--- src/rtl/core/ptt_pkg.sv ---
// ----------------------------------------------------------------------------
// ptt_pkg
// Shared types, codes and defaults of the periodic timer table.
// ----------------------------------------------------------------------------
package ptt_pkg;

  localparam int TIMER_SLOTS_DEF = 16;
  localparam int OWNER_COUNT_DEF = 16;

  localparam logic [1:0] ACT_TICK = 2'd0;
  localparam logic [1:0] ACT_SET  = 2'd1;
  localparam logic [1:0] ACT_DEL  = 2'd2;

  localparam logic [1:0] KIND_SET  = 2'd0;
  localparam logic [1:0] KIND_DEL  = 2'd1;
  localparam logic [1:0] KIND_EVT  = 2'd2;
  localparam logic [1:0] KIND_DONE = 2'd3;

  localparam logic [1:0] MODE_CTR  = 2'd2;
  localparam logic [1:0] MODE_NONE = 2'd3;

  typedef struct packed {
    logic [3:0]  owner;
    logic [7:0]  ident;
    logic [1:0]  mode;
    logic [14:0] period;
    logic [14:0] elapsed;
  } entry_t;

  typedef struct packed {
    logic load;
    logic shift;
    logic take_ins;
  } cell_ctl_t;

  typedef enum logic [2:0] {
    S_IDLE = 3'b001,
    S_WALK = 3'b010,
    S_FIN  = 3'b100
  } state_t;

endpackage

--- src/rtl/core/ptt_if.sv ---
// ----------------------------------------------------------------------------
// ptt_if
// Input and result channels of the periodic timer table.
// ----------------------------------------------------------------------------
interface ptt_in_if;
  logic        valid;
  logic        ready;
  logic [1:0]  action;
  logic [3:0]  owner;
  logic [7:0]  timer_id;
  logic [1:0]  fire_mode;
  logic signed [15:0] period;

  modport source (output valid, action, owner, timer_id, fire_mode, period, input ready);
  modport sink (input valid, action, owner, timer_id, fire_mode, period, output ready);
endinterface

interface ptt_out_if;
  logic        valid;
  logic        ready;
  logic [1:0]  kind;
  logic        ok;
  logic [3:0]  event_owner;
  logic [7:0]  event_id;
  logic [1:0]  event_mode;
  logic [15:0] owner_count;
  logic        last;

  modport source (output valid, kind, ok, event_owner, event_id, event_mode, owner_count,
                  last, input ready);
  modport sink (input valid, kind, ok, event_owner, event_id, event_mode, owner_count,
                last, output ready);
endinterface

--- src/rtl/core/ptt_cell.sv ---
// ----------------------------------------------------------------------------
// ptt_cell
// One table slot: loads a new entry, or takes its neighbor's entry or the
// reinserted head entry while the table rotates.
// ----------------------------------------------------------------------------
module ptt_cell (
  input  logic               clk,
  input  logic               rst,
  input  ptt_pkg::cell_ctl_t ctl,
  input  ptt_pkg::entry_t    ld_entry,
  input  ptt_pkg::entry_t    nb_entry,
  input  logic               nb_used,
  input  ptt_pkg::entry_t    ins_entry,
  output ptt_pkg::entry_t    q,
  output logic               used
);

  always_ff @(posedge clk) begin
    if (ctl.shift) begin
      q <= ctl.take_ins ? ins_entry : nb_entry;
    end else if (ctl.load) begin
      q <= ld_entry;
    end
  end

  always_ff @(posedge clk) begin
    if (rst) begin
      used <= 1'b0;
    end else if (ctl.shift) begin
      used <= ctl.take_ins ? 1'b1 : nb_used;
    end else if (ctl.load) begin
      used <= 1'b1;
    end
  end

endmodule

--- src/rtl/core/ptt_ctr_mem.sv ---
// ----------------------------------------------------------------------------
// ptt_ctr_mem
// Per-owner event counters: one write and one registered read per cycle,
// zero until first written.
// ----------------------------------------------------------------------------
module ptt_ctr_mem #(
  parameter int AW = 4
) (
  input  logic          clk,
  input  logic          rst,
  input  logic [AW-1:0] raddr,
  output logic [15:0]   rdata,
  input  logic          we,
  input  logic [AW-1:0] waddr,
  input  logic [15:0]   wdata
);

  localparam int SIZE = 1 << AW;

  logic [15:0] mem [SIZE];
  logic [SIZE-1:0] vld;
  logic [15:0] rd_mem;
  logic        rd_vld;
  logic        byp;
  logic [15:0] byp_data;

  always_ff @(posedge clk) begin
    if (we) begin
      mem[waddr] <= wdata;
    end
    rd_mem   <= mem[raddr];
    byp      <= we && (waddr == raddr);
    byp_data <= wdata;
  end

  always_ff @(posedge clk) begin
    if (rst) begin
      vld    <= '0;
      rd_vld <= 1'b0;
    end else begin
      if (we) begin
        vld[waddr] <= 1'b1;
      end
      rd_vld <= vld[raddr];
    end
  end

  assign rdata = byp ? byp_data : (rd_vld ? rd_mem : 16'd0);

endmodule

--- src/rtl/core/periodic_timer_table_top.sv ---
// ----------------------------------------------------------------------------
// periodic_timer_table_top
// Ordered table of periodic timers kept in a row of slot cells that rotates
// as a queue while a tick or a delete walks it.
//
//   channel  dir  beat
//   in_ch    in   action, owner, timer_id, fire_mode, period
//   out_ch   out  kind, ok, event_owner, event_id, event_mode, owner_count, last
//
// Set, or tick/delete on an empty table: answered by one status beat. Tick or
// delete: the beat is taken, the queue rotates one step per used entry,
// then the final beat is issued.
// Reset is synchronous; the table empties and counters read zero at once.
// A stalled result holds the walk; the next beat is taken only when idle.
// ----------------------------------------------------------------------------
module periodic_timer_table_top #(
  parameter int TIMER_SLOTS = ptt_pkg::TIMER_SLOTS_DEF,
  parameter int OWNER_COUNT = ptt_pkg::OWNER_COUNT_DEF
) (
  input logic      clk,
  input logic      rst,
  ptt_in_if.sink   in_ch,
  ptt_out_if.source out_ch
);

  localparam int IW  = (TIMER_SLOTS > 1) ? $clog2(TIMER_SLOTS) : 1;
  localparam int CW  = $clog2(TIMER_SLOTS + 1);
  localparam int OAW = (OWNER_COUNT > 1) ? $clog2(OWNER_COUNT) : 1;

  ptt_pkg::entry_t    q      [TIMER_SLOTS];
  ptt_pkg::entry_t    nb     [TIMER_SLOTS];
  logic               used   [TIMER_SLOTS];
  logic               nb_used[TIMER_SLOTS];
  ptt_pkg::cell_ctl_t ctl    [TIMER_SLOTS];

  ptt_pkg::state_t state;
  logic [CW-1:0]   len;
  logic [CW-1:0]   steps;
  logic            op_del;
  logic            deleted;
  logic [3:0]      d_owner;
  logic [7:0]      d_id;

  logic        o_valid;
  logic        o_valid_next;
  logic [1:0]  o_kind;
  logic        o_ok;
  logic [3:0]  o_owner;
  logic [7:0]  o_id;
  logic [1:0]  o_mode;
  logic [15:0] o_cnt;
  logic        o_last;

  logic            adv;
  logic            acc;
  logic            pop;
  logic            set_ok;
  logic            o_set;
  ptt_pkg::entry_t ld_entry;
  ptt_pkg::entry_t head;
  ptt_pkg::entry_t ins_entry;
  ptt_pkg::entry_t next_head;
  logic            fire;
  logic            match;
  logic            keep;
  logic            emit;
  logic [CW-1:0]   lenm1;
  logic [8:0]      ow9;
  logic            has_ctr;
  logic [15:0]     ctr_rd;
  logic [15:0]     ctr_inc;
  logic            ctr_we;
  logic [8:0]      nh9;

  assign adv = !o_valid || out_ch.ready;
  assign in_ch.ready = (state == ptt_pkg::S_IDLE) && adv;
  assign acc = in_ch.valid && in_ch.ready;
  assign pop = (state == ptt_pkg::S_WALK) && adv;

  assign set_ok = acc && (in_ch.action == ptt_pkg::ACT_SET) && !in_ch.period[15] &&
                  (in_ch.period != 16'sd0) && (len != CW'(TIMER_SLOTS));

  assign ld_entry.owner   = in_ch.owner;
  assign ld_entry.ident   = in_ch.timer_id;
  assign ld_entry.mode    = in_ch.fire_mode;
  assign ld_entry.period  = in_ch.period[14:0];
  assign ld_entry.elapsed = 15'd1;

  assign head    = q[0];
  assign fire    = (head.elapsed == head.period);
  assign match   = op_del && !deleted && (head.owner == d_owner) && (head.ident == d_id);
  assign keep    = !match;
  assign lenm1   = len - CW'(1);
  assign ow9     = 9'(head.owner);
  assign has_ctr = (ow9 < 9'(OWNER_COUNT));
  assign ctr_inc = ctr_rd + 16'd1;
  assign emit    = !op_del && fire && (head.mode != ptt_pkg::MODE_NONE);
  assign ctr_we  = pop && !op_del && fire && (head.mode == ptt_pkg::MODE_CTR) && has_ctr;

  assign o_set = ((state == ptt_pkg::S_IDLE) && acc &&
                  ((in_ch.action == ptt_pkg::ACT_SET) ||
                   (((in_ch.action == ptt_pkg::ACT_DEL) ||
                     (in_ch.action == ptt_pkg::ACT_TICK)) && (len == '0)))) ||
                 (pop && emit) ||
                 ((state == ptt_pkg::S_FIN) && adv);
  assign o_valid_next = o_set || (o_valid && !out_ch.ready);

  always_comb begin
    ins_entry = head;
    if (!op_del) begin
      ins_entry.elapsed = fire ? 15'd1 : head.elapsed + 15'd1;
    end
  end

  always_comb begin
    for (int i = 0; i < TIMER_SLOTS; i++) begin
      if (i < TIMER_SLOTS - 1) begin
        nb[i]      = q[i+1];
        nb_used[i] = used[i+1];
      end else begin
        nb[i]      = '0;
        nb_used[i] = 1'b0;
      end
      ctl[i].shift    = pop;
      ctl[i].take_ins = keep && (lenm1[IW-1:0] == IW'(i));
      ctl[i].load     = set_ok && (len == CW'(i));
    end
  end

  genvar g;
  generate
    for (g = 0; g < TIMER_SLOTS; g++) begin : g_cell
      ptt_cell u_cell (
        .clk      (clk),
        .rst      (rst),
        .ctl      (ctl[g]),
        .ld_entry (ld_entry),
        .nb_entry (nb[g]),
        .nb_used  (nb_used[g]),
        .ins_entry(ins_entry),
        .q        (q[g]),
        .used     (used[g])
      );
    end
  endgenerate

  always_comb begin
    if (pop) begin
      next_head = ctl[0].take_ins ? ins_entry : nb[0];
    end else begin
      next_head = head;
    end
  end
  assign nh9 = 9'(next_head.owner);

  ptt_ctr_mem #(
    .AW   (OAW)
  ) u_ctr_mem (
    .clk  (clk),
    .rst  (rst),
    .raddr(nh9[OAW-1:0]),
    .rdata(ctr_rd),
    .we   (ctr_we),
    .waddr(ow9[OAW-1:0]),
    .wdata(ctr_inc)
  );

  always_ff @(posedge clk) begin
    if (rst) begin
      state   <= ptt_pkg::S_IDLE;
      len     <= '0;
      steps   <= '0;
      op_del  <= 1'b0;
      deleted <= 1'b0;
      o_valid <= 1'b0;
    end else begin
      o_valid <= o_valid_next;
      case (state)
        ptt_pkg::S_IDLE: begin
          if (acc) begin
            op_del  <= (in_ch.action == ptt_pkg::ACT_DEL);
            deleted <= 1'b0;
            steps   <= len;
            if (in_ch.action == ptt_pkg::ACT_SET) begin
              if (set_ok) begin
                len <= len + CW'(1);
              end
            end else if (in_ch.action == ptt_pkg::ACT_DEL ||
                         in_ch.action == ptt_pkg::ACT_TICK) begin
              if (len != '0) begin
                state <= ptt_pkg::S_WALK;
              end
            end
          end
        end
        ptt_pkg::S_WALK: begin
          if (pop) begin
            steps <= steps - CW'(1);
            if (match) begin
              len     <= lenm1;
              deleted <= 1'b1;
            end
            if (steps == CW'(1)) begin
              state <= ptt_pkg::S_FIN;
            end
          end
        end
        ptt_pkg::S_FIN: begin
          if (adv) begin
            state <= ptt_pkg::S_IDLE;
          end
        end
        default: begin
          state <= ptt_pkg::S_IDLE;
        end
      endcase
    end
  end

  always_ff @(posedge clk) begin
    if (acc) begin
      d_owner <= in_ch.owner;
      d_id    <= in_ch.timer_id;
    end
    if (state == ptt_pkg::S_IDLE && acc) begin
      o_kind  <= (in_ch.action == ptt_pkg::ACT_SET) ? ptt_pkg::KIND_SET :
                 (in_ch.action == ptt_pkg::ACT_DEL) ? ptt_pkg::KIND_DEL : ptt_pkg::KIND_DONE;
      o_ok    <= set_ok;
      o_owner <= 4'd0;
      o_id    <= 8'd0;
      o_mode  <= 2'd0;
      o_cnt   <= 16'd0;
      o_last  <= 1'b1;
    end else if (pop && emit) begin
      o_kind  <= ptt_pkg::KIND_EVT;
      o_ok    <= 1'b0;
      o_owner <= head.owner;
      o_id    <= head.ident;
      o_mode  <= head.mode;
      o_cnt   <= (head.mode == ptt_pkg::MODE_CTR && has_ctr) ? ctr_inc : 16'd0;
      o_last  <= 1'b0;
    end else if (state == ptt_pkg::S_FIN && adv) begin
      o_kind  <= op_del ? ptt_pkg::KIND_DEL : ptt_pkg::KIND_DONE;
      o_ok    <= op_del;
      o_owner <= 4'd0;
      o_id    <= 8'd0;
      o_mode  <= 2'd0;
      o_cnt   <= 16'd0;
      o_last  <= 1'b1;
    end
  end

  assign out_ch.valid       = o_valid;
  assign out_ch.kind        = o_kind;
  assign out_ch.ok          = o_ok;
  assign out_ch.event_owner = o_owner;
  assign out_ch.event_id    = o_id;
  assign out_ch.event_mode  = o_mode;
  assign out_ch.owner_count = o_cnt;
  assign out_ch.last        = o_last;

endmodule

--- src/flat_wrapper.sv ---
// flat-port wrapper written by rule: the top's interface ports become plain ports
module periodic_timer_table_top_flat 
#(
  parameter int TIMER_SLOTS = ptt_pkg::TIMER_SLOTS_DEF,
  parameter int OWNER_COUNT = ptt_pkg::OWNER_COUNT_DEF
)
  (clk, rst, in_ch_valid, in_ch_action, in_ch_owner, in_ch_timer_id, in_ch_fire_mode, in_ch_period, in_ch_ready, out_ch_valid, out_ch_kind, out_ch_ok, out_ch_event_owner, out_ch_event_id, out_ch_event_mode, out_ch_owner_count, out_ch_last, out_ch_ready);
  ptt_in_if in_ch_i ();
  ptt_out_if out_ch_i ();
  input logic clk;
  input logic rst;
  input wire logic [$bits(in_ch_i.valid)-1:0] in_ch_valid;
  input wire logic [$bits(in_ch_i.action)-1:0] in_ch_action;
  input wire logic [$bits(in_ch_i.owner)-1:0] in_ch_owner;
  input wire logic [$bits(in_ch_i.timer_id)-1:0] in_ch_timer_id;
  input wire logic [$bits(in_ch_i.fire_mode)-1:0] in_ch_fire_mode;
  input wire logic [$bits(in_ch_i.period)-1:0] in_ch_period;
  output wire logic [$bits(in_ch_i.ready)-1:0] in_ch_ready;
  output wire logic [$bits(out_ch_i.valid)-1:0] out_ch_valid;
  output wire logic [$bits(out_ch_i.kind)-1:0] out_ch_kind;
  output wire logic [$bits(out_ch_i.ok)-1:0] out_ch_ok;
  output wire logic [$bits(out_ch_i.event_owner)-1:0] out_ch_event_owner;
  output wire logic [$bits(out_ch_i.event_id)-1:0] out_ch_event_id;
  output wire logic [$bits(out_ch_i.event_mode)-1:0] out_ch_event_mode;
  output wire logic [$bits(out_ch_i.owner_count)-1:0] out_ch_owner_count;
  output wire logic [$bits(out_ch_i.last)-1:0] out_ch_last;
  input wire logic [$bits(out_ch_i.ready)-1:0] out_ch_ready;
  assign in_ch_i.valid = in_ch_valid;
  assign in_ch_i.action = in_ch_action;
  assign in_ch_i.owner = in_ch_owner;
  assign in_ch_i.timer_id = in_ch_timer_id;
  assign in_ch_i.fire_mode = in_ch_fire_mode;
  assign in_ch_i.period = in_ch_period;
  assign in_ch_ready = in_ch_i.ready;
  assign out_ch_valid = out_ch_i.valid;
  assign out_ch_kind = out_ch_i.kind;
  assign out_ch_ok = out_ch_i.ok;
  assign out_ch_event_owner = out_ch_i.event_owner;
  assign out_ch_event_id = out_ch_i.event_id;
  assign out_ch_event_mode = out_ch_i.event_mode;
  assign out_ch_owner_count = out_ch_i.owner_count;
  assign out_ch_last = out_ch_i.last;
  assign out_ch_i.ready = out_ch_ready;
  periodic_timer_table_top #(.TIMER_SLOTS(TIMER_SLOTS), .OWNER_COUNT(OWNER_COUNT)) u_core (.clk(clk), .rst(rst), .in_ch(in_ch_i), .out_ch(out_ch_i));
endmodule
--- config.mk ---
export PLATFORM = sky130hd
export DESIGN_NAME = periodic_timer_table_top_flat
export DESIGN_NICKNAME = d
export VERILOG_FILES = /design/src/rtl/core/ptt_pkg.sv /design/src/rtl/core/ptt_if.sv /design/src/rtl/core/ptt_cell.sv /design/src/rtl/core/ptt_ctr_mem.sv /design/src/rtl/core/periodic_timer_table_top.sv /design/src/flat_wrapper.sv
export SDC_FILE = /design/constraint.sdc
export NUM_CORES = 2
export LEC_CHECK = 0
export BUFFER_PORTS_ARGS = -buffer_cell sky130_fd_sc_hd__buf_2
export CAP_MARGIN = 15
export CORE_ASPECT_RATIO = 0.8
export CORE_MARGIN = 3
export CORE_UTILIZATION = 60
export DETAILED_ROUTE_END_ITERATION = 6
export PLACE_DENSITY = 0.83
export SYNTH_ARGS = -nofsm -noshare
export SYNTH_HDL_FRONTEND = slang
export SYNTH_HIERARCHICAL = 1
export SYNTH_SLANG_ARGS = --single-unit
export TNS_END_PERCENT = 20
--- constraint.sdc ---
create_clock -name clk -period 4.7 [get_ports clk]
set_input_delay 0.235 -clock clk [delete_from_list [all_inputs] [get_ports clk]]
set_output_delay 0.235 -clock clk [all_outputs]
set_load 0.02 [all_outputs]
==> reports/metrics.yaml <==
job:
  drv_cap: 0
route:
  first_pass_iters: 6
  drtIter0Drc: 4131
  postRouteAntennaNets: 0
  routed_wl_um: 129000
  wl_per_cell_um: 23.4
  via_per_inst: 6.10
  via_count: 33700
  drc: 0
clocking:
  clockBufferDepth: 3
  path_clk_slew_ns: 0.06
  htree_levels: 3
  cts_root_buf: "clkbuf_16"
  clkSinkCount: 1072
  cts_setup_buffers: 0
  cts_tree: "done"
  cts_hold_buf: 13
  cts_made_buffers: 102
  ctsResizeCount: 0
  insertion_delay_ns: 0.69
min_path:
  min_to: "u_core/out_ch.valid"
  hp-class: "in2reg"
  worstHoldPathCells: 2
  min_from: "rst"
global_route:
  grt_util_all_layers_pct: 28.4
  grt_pass1_vias: 32400
  grt-ovfl-total: 0
  grt_pass1_wl_um: 195000
  grt_max_degree: 289
  grt_antenna_before_repair: 5
power:
  pwr-share-clk_pct: 43.0
  sw_frac_of_total_pct: 21.3
  p_sw_mw: 4.15
  vdd_drop_max_mv: 0.353
  internal-power_mw: 15.4
  cellPowerDensity_nw_per_um2: 344
  leakagePower_nw: 19.4
  seqPwrFrac_pct: 53.3
  comb_power_share_pct: 3.7
critical_path:
  r2r_end: "u_core/u_ctr_mem/mem[3][3]"
  required_ns: 5.01
  crit_type: "reg2reg"
  ff2ff_setup_slack_ns: 0.35
  cp.arrival_ns: 4.66
  reg2reg_from: "u_core/g_cell[0].u_cell/q[16]"
  crit_fanout: 17
  crit_path_max_incr_delay_ns: 0.69
  reg2reg_depth: 8
  cp-end-kind: "flip-flop"
  slowest_stage: "inv_1"
  startpoint_type: "flip-flop"
  crit_chain: "xor2_1 > nor4_1 > and4bb_1 > nand4b_1 > inv_1 > or3b_1 > nor2_2 > buf_4"
sta:
  skew_ns: 0.0402
  setup_ws_ns: 0.349
  relSlewSlack_pct: 21.3
  slew_viol_final: 0
  tns_ns: 0
  period_minus_slack_ns: 4.35
  setup_viol: 0
  hold_slack_ns: 0.0615
  fin_crit_sh_pct: 92.6
  hold_viol_final: 0
  tightest_slew_ns: 1.18
  max_freq_mhz: 230
  rsz0062_at_grt: "no"
layout:
  final_cell_mix: "edfxtp_1, nor2_1, a21oi_1"
  drive_above_1_share_pct: 9.58
  fillers: 5839
  fin_util_pct: 66.9
  nets: 4367
  fin_cells: 5522
  area_growth_pct: 9.45
  final_common_cell: "edfxtp_1"
placement:
  portBuffers: 71
  post-place-ws_ns: 0.492
  place_inst: 5305
  dp_hpwl_um: 69200
  place_congestion: 0.843
outcome:
  status: "finished clean"
synthesis:
  syn-mean-instance-area_um2: 12.8
  syn_inst: 4041
  yosys_warnings: 6
  syn_area_um2: 51900
floorplanning:
  die_y_um: 269
  rows: 95
  initial_core_util_pct: 61.1
  die_area_um2: 90000
  die_w_um: 335
  top_level_ports: 72
  core-area_um2: 84900
routing by layer:
layer | vias up | share of wire [%] | track usage [%]
li1 | 15400 | - | -
met1 | 16400 | 40 | 39.3
met2 | 1666 | 47 | 45.7
met3 | 304 | 9.4 | 5.30
met4 | 6 | 3.4 | 9.80
met5 | - | 0.034 | 0
final cells by class:
cell class | instances | area, µm² | area share [%]
multi-input cells | 2942 | 19300 | 34.0
flip-flops and latches | 1072 | 31200 | 55.0
clock buffers | 127 | 2680 | 4.71
repair buffers | 179 | 1400 | 2.47
clock inverters | 64 | 716 | 1.26
diodes | 3 | 7.51 | 0.0132
inverters | 20 | 75.1 | 0.132
well taps | 1115 | 1400 | 2.46
per-stage QoR:
stage | cell area [µm²] | power (mW)
2_1_floorplan | 52900 | 11.1
3_5_place_dp | 53200 | 11.3
4_1_cts | 56700 | 19.6
5_1_grt | 56800 | 20.1
3_3_place_gp | 53100 | 11.3
6_report | 56800 | 19.5
worst max path at each step:
stage,from,end,slack [ns]
floorplan,u_core/g_cell[0].u_cell/q[16],u_core/u_ctr_mem/mem[0][0],0.67
global placement,u_core/g_cell[0].u_cell/q[16],u_core/u_ctr_mem/mem[0][5],0.64
detailed placement,u_core/g_cell[0].u_cell/q[16],u_core/u_ctr_mem/mem[0][5],0.49
CTS,u_core/g_cell[0].u_cell/q[16],u_core/u_ctr_mem/mem[3][3],0.43
global route,u_core/g_cell[0].u_cell/q[16],u_core/u_ctr_mem/mem[3][3],0.11
finish,u_core/g_cell[0].u_cell/q[16],u_core/u_ctr_mem/mem[3][3],0.35
worst max-delay path: cells and delay by family, from the launching register on:
kind,cells,cell delay (ns)
buf+inv,2,1.09
flops,1,0.66
xor+xnor,1,0.28
simple gates,5,1.95
flip-flops by register name, summed over array words and instances (netlist names):
register / cells
u_core/len: 5
u_core/out_ch.kind: 2
u_core/steps: 5
u_core/u_ctr_mem/rd_vld: 1
u_core/out_ch.last: 1
u_core/u_ctr_mem/rd_mem: 16
u_core/op_del: 1
u_core/state: 3
u_core/u_ctr_mem/byp_data: 16
u_core/u_ctr_mem/mem: 256
u_core/u_ctr_mem/byp: 1
u_core/out_ch.event_id: 8
u_core/out_ch.owner_count: 16
u_core/d_owner: 4
u_core/g_cell.u_cell/q: 704
u_core/d_id: 8
u_core/out_ch.event_mode: 2
u_core/out_ch.event_owner: 4
u_core/u_ctr_mem/vld: 16
u_core/deleted: 1
u_core/out_ch.valid: 1
u_core/out_ch.ok: 1
power by group through the flow:
stage               Combinational [mW]  Clock [mW]  Sequential (mW)
floorplan                        0.476           0             10.6
global placement                 0.643           0             10.6
detailed placement               0.683           0             10.6
CTS                              0.700        8.49             10.4
global route                     0.805        8.87             10.4
finish                           0.721        8.40             10.4
No activity file was read; power rests on OpenSTA's default activity.
